**src/rtl/pdl_pkg.sv**
```systemverilog
// Shared types and constants for the password door lock controller.
// No dependencies; imported by every module in this folder.
package pdl_pkg;

  localparam int unsigned BYTE_W = 8;
  localparam int unsigned SEC_W  = 8;
  localparam int unsigned ATT_W  = 3;
  localparam int unsigned CFG_INDEX_W = 3;

  localparam logic [BYTE_W-1:0] CMD_SETUP = 8'h2B;  // '+'
  localparam logic [BYTE_W-1:0] CMD_OPEN  = 8'h2D;  // '-'

  localparam logic [SEC_W-1:0] SEC_MAX = 8'hFF;

  // Configuration register indexes
  localparam logic [CFG_INDEX_W-1:0] REG_OPEN_END    = 3'd0;
  localparam logic [CFG_INDEX_W-1:0] REG_HOLD_END    = 3'd1;
  localparam logic [CFG_INDEX_W-1:0] REG_CLOSE_END   = 3'd2;
  localparam logic [CFG_INDEX_W-1:0] REG_LOCKOUT_END = 3'd3;
  localparam logic [CFG_INDEX_W-1:0] REG_MAX_ATT     = 3'd4;

  // Reset values of the configuration registers
  localparam logic [SEC_W-1:0] OPEN_END_RST    = 8'd15;
  localparam logic [SEC_W-1:0] HOLD_END_RST    = 8'd18;
  localparam logic [SEC_W-1:0] CLOSE_END_RST   = 8'd33;
  localparam logic [SEC_W-1:0] LOCKOUT_END_RST = 8'd60;
  localparam logic [ATT_W-1:0] MAX_ATT_RST     = 3'd3;

  // Item kinds
  localparam logic REQ_BYTE = 1'b0;
  localparam logic REQ_TICK = 1'b1;

  // Motor drive codes
  localparam logic [1:0] MOTOR_OFF = 2'd0;
  localparam logic [1:0] MOTOR_CW  = 2'd1;
  localparam logic [1:0] MOTOR_ACW = 2'd2;

  typedef enum logic [5:0] {
    MODE_SETUP_FIRST   = 6'b000001,
    MODE_SETUP_CONFIRM = 6'b000010,
    MODE_IDLE          = 6'b000100,
    MODE_ENTRY         = 6'b001000,
    MODE_DOOR          = 6'b010000,
    MODE_ALARM         = 6'b100000
  } pdl_mode_t;

  typedef struct packed {
    logic [SEC_W-1:0] open_end;
    logic [SEC_W-1:0] hold_end;
    logic [SEC_W-1:0] close_end;
    logic [SEC_W-1:0] lockout_end;
    logic [ATT_W-1:0] max_attempts;
  } pdl_cfg_t;

  typedef struct packed {
    logic       reply_valid;
    logic       reply_match;
    logic [1:0] motor_drive;
    logic       buzzer_on;
  } pdl_result_t;

endpackage

```
**src/rtl/pdl_core.sv**
```systemverilog
// Lock state, code stores and per-item update of the door lock controller.
// Depends on pdl_pkg.
module pdl_core
  import pdl_pkg::*;
#(
  parameter int unsigned CODE_LENGTH = 4
) (
  input  logic              clk,
  input  logic              rst,
  input  logic              fire,
  input  logic              req_type,
  input  logic [BYTE_W-1:0] rx_byte,
  input  pdl_cfg_t          cfg,
  output pdl_result_t       result
);

  localparam int unsigned IDX_W = (CODE_LENGTH > 1) ? $clog2(CODE_LENGTH) : 1;
  localparam logic [IDX_W-1:0] IDX_LAST = IDX_W'(CODE_LENGTH - 1);

  pdl_mode_t         mode, mode_next;
  logic [IDX_W-1:0]  byte_index, byte_index_next;
  logic              mismatch_seen, mismatch_seen_next;
  logic [ATT_W-1:0]  attempt_count, attempt_count_next;
  logic [SEC_W-1:0]  second_count, second_count_next;

  logic [BYTE_W-1:0] first_entry [CODE_LENGTH];
  logic [BYTE_W-1:0] stored_code [CODE_LENGTH];

  logic              wr_first;
  logic              copy_code;
  logic              last_byte;
  logic              diff_first;
  logic              diff_stored;
  logic              mis_cur;
  logic [ATT_W-1:0]  att_inc;
  logic [SEC_W-1:0]  sec_inc;
  logic              rv;
  logic              rm;
  logic [1:0]        drive;

  assign last_byte   = (byte_index == IDX_LAST);
  assign diff_first  = (first_entry[byte_index] != rx_byte);
  assign diff_stored = (stored_code[byte_index] != rx_byte);
  assign att_inc     = attempt_count + ATT_W'(1);
  assign sec_inc     = (second_count == SEC_MAX) ? second_count : second_count + SEC_W'(1);

  always_comb begin
    mode_next          = mode;
    byte_index_next    = byte_index;
    mismatch_seen_next = mismatch_seen;
    attempt_count_next = attempt_count;
    second_count_next  = second_count;
    wr_first           = 1'b0;
    copy_code          = 1'b0;
    mis_cur            = 1'b0;
    rv                 = 1'b0;
    rm                 = 1'b0;
    if (fire) begin
      if (req_type == REQ_TICK) begin
        if (mode == MODE_DOOR || mode == MODE_ALARM) begin
          second_count_next = sec_inc;
          if (mode == MODE_DOOR && sec_inc > cfg.close_end) begin
            mode_next = MODE_IDLE;
          end else if (mode == MODE_ALARM && sec_inc > cfg.lockout_end) begin
            mode_next = MODE_IDLE;
          end
        end
      end else begin
        case (mode)
          MODE_SETUP_FIRST: begin
            wr_first = 1'b1;
            if (last_byte) begin
              mode_next          = MODE_SETUP_CONFIRM;
              byte_index_next    = '0;
              mismatch_seen_next = 1'b0;
            end else begin
              byte_index_next = byte_index + IDX_W'(1);
            end
          end
          MODE_SETUP_CONFIRM: begin
            mis_cur = mismatch_seen | diff_first;
            if (last_byte) begin
              rv                 = 1'b1;
              rm                 = ~mis_cur;
              byte_index_next    = '0;
              mismatch_seen_next = 1'b0;
              if (mis_cur) begin
                mode_next = MODE_SETUP_FIRST;
              end else begin
                copy_code = 1'b1;
                mode_next = MODE_IDLE;
              end
            end else begin
              byte_index_next    = byte_index + IDX_W'(1);
              mismatch_seen_next = mis_cur;
            end
          end
          MODE_IDLE: begin
            if (rx_byte == CMD_SETUP) begin
              mode_next          = MODE_SETUP_FIRST;
              byte_index_next    = '0;
              mismatch_seen_next = 1'b0;
            end else if (rx_byte == CMD_OPEN) begin
              mode_next          = MODE_ENTRY;
              attempt_count_next = '0;
              byte_index_next    = '0;
              mismatch_seen_next = 1'b0;
            end
          end
          MODE_ENTRY: begin
            mis_cur = mismatch_seen | diff_stored;
            if (last_byte) begin
              rv              = 1'b1;
              rm              = ~mis_cur;
              byte_index_next = '0;
              if (!mis_cur) begin
                second_count_next = '0;
                mode_next         = MODE_DOOR;
              end else begin
                mismatch_seen_next = 1'b0;
                attempt_count_next = att_inc;
                // a zero limit behaves as one attempt
                if (att_inc >= cfg.max_attempts || att_inc == '0) begin
                  second_count_next = '0;
                  mode_next         = MODE_ALARM;
                end
              end
            end else begin
              byte_index_next    = byte_index + IDX_W'(1);
              mismatch_seen_next = mis_cur;
            end
          end
          default: begin
          end
        endcase
      end
    end
  end

  // Phases are tested in order: a phase ending below an earlier one is skipped
  always_comb begin
    drive = MOTOR_OFF;
    if (mode_next == MODE_DOOR) begin
      if (second_count_next <= cfg.open_end) begin
        drive = MOTOR_CW;
      end else if (second_count_next <= cfg.hold_end) begin
        drive = MOTOR_OFF;
      end else if (second_count_next <= cfg.close_end) begin
        drive = MOTOR_ACW;
      end
    end
  end

  assign result.reply_valid = rv;
  assign result.reply_match = rm;
  assign result.motor_drive = drive;
  assign result.buzzer_on   = (mode_next == MODE_ALARM);

  always_ff @(posedge clk) begin
    if (rst) begin
      mode          <= MODE_SETUP_FIRST;
      byte_index    <= '0;
      mismatch_seen <= 1'b0;
      attempt_count <= '0;
      second_count  <= '0;
    end else begin
      mode          <= mode_next;
      byte_index    <= byte_index_next;
      mismatch_seen <= mismatch_seen_next;
      attempt_count <= attempt_count_next;
      second_count  <= second_count_next;
    end
  end

  always_ff @(posedge clk) begin
    if (wr_first) begin
      first_entry[byte_index] <= rx_byte;
    end
  end

  always_ff @(posedge clk) begin
    if (copy_code) begin
      stored_code <= first_entry;
    end
  end

endmodule

```
**src/rtl/pdl_out_buf.sv**
```systemverilog
// Two-entry result buffer between the lock core and the output channel.
// Depends on pdl_pkg.
module pdl_out_buf
  import pdl_pkg::*;
(
  input  logic        clk,
  input  logic        rst,
  input  logic        push,
  input  pdl_result_t push_data,
  output logic        full,
  output logic        out_valid,
  input  logic        out_stall,
  output pdl_result_t out_data
);

  pdl_result_t entry [2];
  logic        wr_ptr, wr_ptr_next;
  logic        rd_ptr, rd_ptr_next;
  logic [1:0]  count, count_next;
  logic        pop;

  assign out_valid = (count != 2'd0);
  assign full      = (count == 2'd2);
  assign pop       = out_valid & ~out_stall;
  assign out_data  = entry[rd_ptr];

  always_comb begin
    wr_ptr_next = push ? ~wr_ptr : wr_ptr;
    rd_ptr_next = pop ? ~rd_ptr : rd_ptr;
    count_next  = count + {1'b0, push} - {1'b0, pop};
  end

  always_ff @(posedge clk) begin
    if (rst) begin
      wr_ptr <= 1'b0;
      rd_ptr <= 1'b0;
      count  <= 2'd0;
    end else begin
      wr_ptr <= wr_ptr_next;
      rd_ptr <= rd_ptr_next;
      count  <= count_next;
    end
  end

  always_ff @(posedge clk) begin
    if (push) begin
      entry[wr_ptr] <= push_data;
    end
  end

endmodule

```
**src/rtl/password_door_lock_controller_top.sv**
```systemverilog
// Password door lock controller, top level: input register, configuration
// registers, lock core and result buffer. Depends on pdl_pkg, pdl_core, pdl_out_buf.
//
// Each input transaction is a received byte or a one-second tick, and each one
// yields exactly one result transaction carrying the code-check reply and the
// motor and buzzer state after that item. The block takes one transaction per
// clock cycle for as long as the output side keeps up; a taken input passes
// through the input register to the core, whose update is written into the
// two-entry result buffer, from which its result is offered. The buffer lets
// the input keep flowing while one finished result waits; the input stalls
// only when both buffer entries are held and the input register is occupied.
// After reset the block expects the new code and its confirmation before
// anything else; ticks are counted only during the door sequence and the
// lockout, and bytes arriving then are dropped.
// Configuration writes are always ready and must be made only while no
// transaction is in flight.
module password_door_lock_controller_top
  import pdl_pkg::*;
#(
  parameter int unsigned CODE_LENGTH = 4
) (
  input  logic                   clk,
  input  logic                   rst,
  // input channel
  input  logic                   in_valid,
  output logic                   in_stall,
  input  logic                   req_type,
  input  logic [BYTE_W-1:0]      rx_byte,
  // result channel
  output logic                   out_valid,
  input  logic                   out_stall,
  output logic                   reply_valid,
  output logic                   reply_match,
  output logic [1:0]             motor_drive,
  output logic                   buzzer_on,
  // configuration write channel
  input  logic                   cfg_valid,
  output logic                   cfg_ready,
  input  logic [CFG_INDEX_W-1:0] cfg_index,
  input  logic [SEC_W-1:0]       cfg_data
);

  logic              in_reg_valid, in_reg_valid_next;
  logic              in_reg_req;
  logic [BYTE_W-1:0] in_reg_byte;
  logic              in_accept;
  logic              fire;
  logic              buf_full;
  pdl_cfg_t          cfg;
  pdl_result_t       core_result;
  pdl_result_t       out_data;

  // Hold the registered item while the buffer is full; advance otherwise
  assign fire      = in_reg_valid & ~buf_full;
  assign in_stall  = in_reg_valid & buf_full;
  assign in_accept = in_valid & ~in_stall;

  always_comb begin
    if (in_accept) begin
      in_reg_valid_next = 1'b1;
    end else if (fire) begin
      in_reg_valid_next = 1'b0;
    end else begin
      in_reg_valid_next = in_reg_valid;
    end
  end

  always_ff @(posedge clk) begin
    if (rst) begin
      in_reg_valid <= 1'b0;
    end else begin
      in_reg_valid <= in_reg_valid_next;
    end
  end

  always_ff @(posedge clk) begin
    if (in_accept) begin
      in_reg_req  <= req_type;
      in_reg_byte <= rx_byte;
    end
  end

  // Configuration registers; writes to unknown indexes are dropped
  assign cfg_ready = 1'b1;

  always_ff @(posedge clk) begin
    if (rst) begin
      cfg.open_end     <= OPEN_END_RST;
      cfg.hold_end     <= HOLD_END_RST;
      cfg.close_end    <= CLOSE_END_RST;
      cfg.lockout_end  <= LOCKOUT_END_RST;
      cfg.max_attempts <= MAX_ATT_RST;
    end else if (cfg_valid && cfg_ready) begin
      case (cfg_index)
        REG_OPEN_END:    cfg.open_end     <= cfg_data;
        REG_HOLD_END:    cfg.hold_end     <= cfg_data;
        REG_CLOSE_END:   cfg.close_end    <= cfg_data;
        REG_LOCKOUT_END: cfg.lockout_end  <= cfg_data;
        REG_MAX_ATT:     cfg.max_attempts <= cfg_data[ATT_W-1:0];
        default: begin
        end
      endcase
    end
  end

  pdl_core #(
    .CODE_LENGTH(CODE_LENGTH)
  ) u_core (
    .clk      (clk),
    .rst      (rst),
    .fire     (fire),
    .req_type (in_reg_req),
    .rx_byte  (in_reg_byte),
    .cfg      (cfg),
    .result   (core_result)
  );

  pdl_out_buf u_out_buf (
    .clk       (clk),
    .rst       (rst),
    .push      (fire),
    .push_data (core_result),
    .full      (buf_full),
    .out_valid (out_valid),
    .out_stall (out_stall),
    .out_data  (out_data)
  );

  assign reply_valid = out_data.reply_valid;
  assign reply_match = out_data.reply_match;
  assign motor_drive = out_data.motor_drive;
  assign buzzer_on   = out_data.buzzer_on;

endmodule
```
**config.mk**
```make
export PLATFORM = sky130hd
export DESIGN_NAME = password_door_lock_controller_top
export DESIGN_NICKNAME = d
export VERILOG_FILES = /design/src/rtl/pdl_pkg.sv /design/src/rtl/pdl_core.sv /design/src/rtl/pdl_out_buf.sv /design/src/rtl/password_door_lock_controller_top.sv
export SDC_FILE = /design/constraint.sdc
export NUM_CORES = 1
export LEC_CHECK = 0
export ABC_CLOCK_PERIOD_IN_PS = 6200
export BUFFER_PORTS_ARGS = -buffer_cell sky130_fd_sc_hd__buf_4
export CORE_MARGIN = 2
export CORE_UTILIZATION = 50
export CTS_CLUSTER_DIAMETER = 100
export DETAILED_ROUTE_END_ITERATION = 10
export PLACE_DENSITY = 0.65
export SLEW_MARGIN = 20
export SYNTH_ARGS = -nofsm -noshare
export SYNTH_HDL_FRONTEND = slang
export SYNTH_SLANG_ARGS = --single-unit
export TNS_END_PERCENT = 100
```
**constraint.sdc**
```tcl
create_clock -name clk -period 6.2 [get_ports clk]
set_clock_uncertainty 0.2 [all_clocks]
set_input_delay 0 -clock clk [delete_from_list [all_inputs] [get_ports clk]]
set_output_delay 0 -clock clk [all_outputs]
set_load 0.1 [all_outputs]
```
## Yosys cells after proc, flatten, opt, wreduce, memory -nomap -nowiden

Memories as Yosys holds them, arrays and structs flattened. A register that Yosys moved wholly into a read port is not among the register bits.
Index checks and enable logic that the tools add are counted.

| operators by class | value |
|---|---|
| $add $sub $neg | 5 |
| reductions and logical operators | 22 |
| $lt $le $gt $ge | 8 |
| bitwise gates (word level) | 15 |
| muxes and demuxes | 74 |
| equality and inequality tests | 26 |

Operators by type and width:

| cell | number |
|---|---|
| 8-bit two-way mux | 13 |
| 6-bit two-way mux | 12 |
| 8-bit binary-select mux with 2-bit select | 2 |
| 32-bit bitwise mux | 1 |
| 1-bit two-way mux | 28 |
| 8-bit less-or-equal comparator | 3 |
| 6-bit case mux with 4 select lines | 1 |
| 8-bit demux with 2-bit select | 1 |
| 8-bit by 6-bit == test with 1-bit output (second input constant) | 2 |
| 8-bit greater-than comparator | 2 |
| 8-bit != test | 2 |
| 3-bit two-way mux | 5 |
| 2-bit two-way mux | 7 |
| 6-bit by 5-bit == test with 1-bit output (second input constant) | 2 |
| 6-bit == test (second input constant) | 2 |
| 2-bit AND reduction | 5 |
| 8-bit by 1-bit adder with 8-bit output (second input constant) | 1 |
| 8-bit == test (second input constant) | 1 |
| 2-bit by 1-bit != test with 1-bit output (second input constant) | 4 |
| 1-bit inverter | 8 |
| 2-bit nonzero test | 4 |
| 7-bit AND reduction | 1 |
| 3-bit by 2-bit == test with 1-bit output (second input constant) | 2 |
| 6-bit by 1-bit == test with 1-bit output (second input constant) | 1 |
| other kinds (31) | 40 |

| word-level totals | value |
|---|---|
| memories kept | 1 |
| output and inout bits | 8 |
| word-level logic and storage cells | 175 |
| bits in registers | 133 |
| bits in writable memories | 10 |
| input port bits | 25 |

Memory list:

| name | words | bits a word | read ports | clocked after memory_dff | write ports | RTL line | source |
|---|---|---|---|---|---|---|---|
| u_out_buf.entry | 2 | 5 | 1 | 1 | 1 | pdl_out_buf.sv:16 | `pdl_result_t entry [2];` |

## Logic depth before layout (Yosys ltp)

| depth | value |
|---|---|
| depth after elaboration | 16 |
| depth in mapped cells | 19 |
| depth with buffers taken out | 17 |

## By module

A second synthesis with hierarchy kept.

| second synthesis, totals | value |
|---|---|
| cells, all modules | 695 |
| area, all modules | 7683.6 um^2 |

Modules (own cells, without submodules):

| module | times used | sequential area each (um^2) | area each (um^2) | cells each |
|---|---|---|---|---|
| pdl_core | 1 | 2322.2 | 5315.1 | 504 |
| password_door_lock_controller_top | 1 | 991.0 | 1766.7 | 153 |
| pdl_out_buf | 1 | 400.4 | 601.8 | 38 |

## Worst setup path after synthesis

OpenSTA, ideal clock, no wires.

| path | value |
|---|---|
| path kind | register to register |
| start | reg u_core.byte_index[1] |
| end | reg u_core.stored_code[0] in the netlist's numbering (enable) |
| period minus slack after synthesis | 4.404 ns |
| data arrival time | 3.743 ns |
| setup time | 0.461 ns |
| path slack | 1.796 ns |
| cell stages (with the launch flop) | 9 |
| buffers on the path | 3 |
| required time | 5.539 ns |
| cells stage by stage | dfxtp_1 > buf_6 > buf_6 > buf_4 > mux4_2 > xnor2_1 > o21a_1 > o21ai_0 > nor3_1 |

| between the ends | value |
|---|---|
| longest elaborated chain between the ends | 11 |
| elaborated cells between the ends (all ways) | 12 |
| classes of those cells | 2 x eq/ne; 8 x mux; 2 x bitwise |

RTL lines:

| item | RTL line | source |
|---|---|---|
| from (decl) | pdl_core.sv:21 | `logic [IDX_W-1:0] byte_index, byte_index_next;` |
| from (signal assigned) | pdl_core.sv:168 | `byte_index <= byte_index_next;` |
| 2-bit inverter with 3-bit output (not written as such) | pdl_core.sv:42 | `assign diff_first = (first_entry[byte_index] != rx_byte);` |
| 8-bit binary-select mux with 2-bit select | pdl_core.sv:42 |  |
| 8-bit two-way mux (not written as such) (2 in series) | pdl_core.sv:42 |  |
| 8-bit != test | pdl_core.sv:42 |  |
| 1-bit bitwise OR | pdl_core.sv:81 | `mis_cur = mismatch_seen \| diff_first;` |
| 1-bit two-way mux | pdl_core.sv:87 | `if (mis_cur) begin` |
| 1-bit two-way mux * | pdl_core.sv:82 | `if (last_byte) begin` |
| 1-bit two-way mux * | pdl_core.sv:69 | `case (mode)` |
| 1-bit two-way mux * | pdl_core.sv:59 | `if (req_type == REQ_TICK) begin` |
| 1-bit two-way mux * | pdl_core.sv:58 | `if (fire) begin` |
| net u_core.copy_code | pdl_core.sv:30 | `logic copy_code;` |
| to (signal assigned) | pdl_core.sv:183 | `stored_code <= first_entry;` |
| to (decl) | pdl_core.sv:27 | `logic [BYTE_W-1:0] stored_code [CODE_LENGTH];` |

The timed path passes the listed nets; every way through them passes the cells marked *. The select of a mux whose other input is x is not followed.
A chain may end at the register's enable or synchronous reset.

==> impl_metrics.toml <==
[routing]
wirelength_mm = 16.56
drt_pass1_iterations = 4
avgViaCountPerCell = 5.567
ant_nets = 0
first_iter_violations = 296
vias = 5261
drc = 0
wl_per_cell_um = 17.52

[yosys]
synthFlopType = "edfxtp_1"
synth_top_area_share = 0.3341
synth.top_cells.by_count = "edfxtp_1 (83), nand2_1 (62), dfxtp_1 (61)"
yosysTopAreaCell = "edfxtp_1"
synth_edf_count = 83
ys_async_sr_fraction = 0
yosysSeqAreaShare = 0.4978
yosysMostFrequentCell = "edfxtp_1"
yosysWarningCount = 0
yosysUniqueCellTypes = 62
syn-cell-area_um2 = 7460
synth-seq-cells = 144
postSynthAreaPerCell_um2 = 10.73
syn_inst = 695
yosys-top-cells-area = "edfxtp_1 (33%), dfxtp_1 (16%), ha_1 (8.7%)"
synth_nets = 772

[timing]
slew_headroom = 0.3779
worst_pin_slew_ps = 928.1
min_period_ps = 4583
rsz0062_at_grt = "no"
setup_ws_ps = 1617
hold_slack_ps = 57.87
fin_setup_tns_ps = 0
finalMaxSlewViolations = 0
fin_crit_sh = 0.7391
hold_viol_final = 0
finalSetupViolCount = 0
clock.fmax_mhz = 218.2

[floorplanning]
die_y_um = 126.1
die_w_um = 126.1
core_um2 = 14530
pin_count = 33
die_area_um2 = 15910
initial_core_util = 0.5133
rows = 44

[clock_network]
ctsResizeCount = 0
cts_root_buf = "clkbuf_16"
clock_path_buffers = 2
clock_latency_ps = 420
cts_tree = "yes"
cts.sinks = 144
clk_pin_slew_worst_paths_ps = 50
h-tree-depth = 4
cts_made_buffers = 17

[worst_setup_path]
cp_num_buf_inv = 0
cp_top_family = "compound AO/OA/AOI/OAI gates"
worst-path-max-fanout = 8
cp_slowest_cell = "a2111oi_0"
crit_path_start_kind = "register"
critPathKind = "register to register"
crit_chain = "ha_1 -> and2_1 -> and2_1 -> nand3_1 -> and2_1 -> nand3_1 -> xnor2_1 -> ha_1 -> a211oi_1 -> o21bai_1 -> a2111oi_0 -> nor4b_1 -> o21a_1 -> a211o_1 -> a211oi_2 -> nor3b_2"
path_common_cell = "and2_1"
cp-end-kind = "register"
crit_arrival_ps = 4640
max_stage_delay_ps = 590
crit_required_ps = 6250

[placement]
gp_congestion = 0.9164
place_area_um2 = 7816
dpl_worst_slack_ps = 1595
portBuffers = 31
place_inst = 886
dp_hpwl_mm = 11.87

[run]
max-cap-violations = 0

[cells_and_area]
nets = 826
drive_gt1_frac = 0.1078
n_antenna_cell = 0
syn_to_final_growth_pct = 15.98
final_core_util = 0.5953
finalInstanceArea_um2 = 8652
fill_cells = 1217
stdcell_count = 945

[power_and_ir_drop]
irDropWorstVdd_uv = 232.5
p_total_mw = 2.344
leakagePower_nw = 3.372
power_density_nw_per_um2 = 270.9

[global_route]
grt_pass1_vias = 5282
antenna_found_initial = 0
grt_max_degree = 54
overflow = 0
grt_pass1_wl_mm = 26.97
grt.total_usage = 0.2196

[status]
status = "finished clean"

[min_path]
min_path_type = "input port to register"
## kinds of logic (layout without fill, tap and decap cells)
family          after synthesis  count (layout)  synth area share
simple gates                227             227            0.1533
fa+ha+maj                    52              52           0.08722
buf+inv                      71             137           0.04176
compound gates              115             115            0.1047
mux                          43              43           0.06541
other cells                   1               1         0.0005027
flops                       144             144            0.4978
xor+xnor                     42              42           0.04931
## flip-flops by register name, indices dropped and copies added (netlist names), named ones only
name                  flops
cfg                      35
u_core.first_entry       32
u_core.stored_code       32
u_out_buf.entry          10
in_reg_byte               8
u_core.second_count       8
u_core.mode               6
u_core.attempt_count      3
u_core.byte_index         2
u_out_buf.count           2
in_reg_req                1
in_reg_valid              1
u_core.mismatch_seen      1
u_out_buf.rd_ptr          1
u_out_buf.wr_ptr          1
## routing by layer
layer	vias to the layer above	part of all wire	track usage
met4	0	0.027	0.08403
met2	106	0.51	0.3817
met3	38	0.031	0.05225
li1	2616	-	-
met1	2501	0.43	0.2641
met5	-	0	0
## timing repair
item                       4_1_cts  5_1_grt
hold endpoints to repair        71        0
setup buffers                    0        0
hold buffers                    28        0
setup endpoints to repair        0        0
## cells in the final DEF, fill, tap and decap left out, types with 19 or more instances in the layout
master,synthesis,routed
inv_1,42,42
nor2_1,53,53
edfxtp_1,83,83
ha_1,52,52
nand2_1,62,62
dlygate4sd3_1,0,28
a21oi_1,33,33
dfxtp_1,61,61
mux2i_1,33,33
o21ai_0,19,19
buf_4,2,36
xnor2_1,28,28
## final cells by class
type                    count  area, um2  share of cell area
flip-flops and latches    144       3714              0.4292
multi-input cells         480       3450              0.3987
repair buffers             64      550.5             0.06363
clock buffers              18      429.2             0.04960
well taps                 184      230.2             0.02661
inverters                  42      157.7             0.01822
clock inverters            13      121.4             0.01403
## where the power goes
| part | switching [mW] | internal (mW) | leakage, nW |
|---|---|---|---|
| sequential | 0.0325 | 1.04 | 1.25 |
| combinational | 0.200 | 0.109 | 1.86 |
| clock | 0.379 | 0.581 | 0.264 |
## path summary, 6_finish.rpt
check        slack [ps]                         startpoint  depth (start not counted)                                to
min                  60                          cfg_valid                          5              cfg[27]$_SDFFE_PP1P_
max                1620  u_core.second_count[0]$_SDFF_PP0_                         16   u_out_buf.entry[1][0]$_DFFE_PP_
max reg2reg        1620  u_core.second_count[0]$_SDFF_PP0_                         16   u_out_buf.entry[1][0]$_DFFE_PP_
min reg2reg         240   u_core.first_entry[31]$_DFFE_PP_                          0  u_core.stored_code[31]$_DFFE_PP_
## worst register-to-register path: cells and delay by family (launching register included)
kind                     cells  cell delay, ps
adder cells (fa/ha/maj)      2             550
XOR/XNOR                     1             160
flip-flops                   1             420
AND/OR/NAND/NOR              7            1440
AO/OA/AOI/OAI                6            1650
Power figures use the tool's default switching activity.
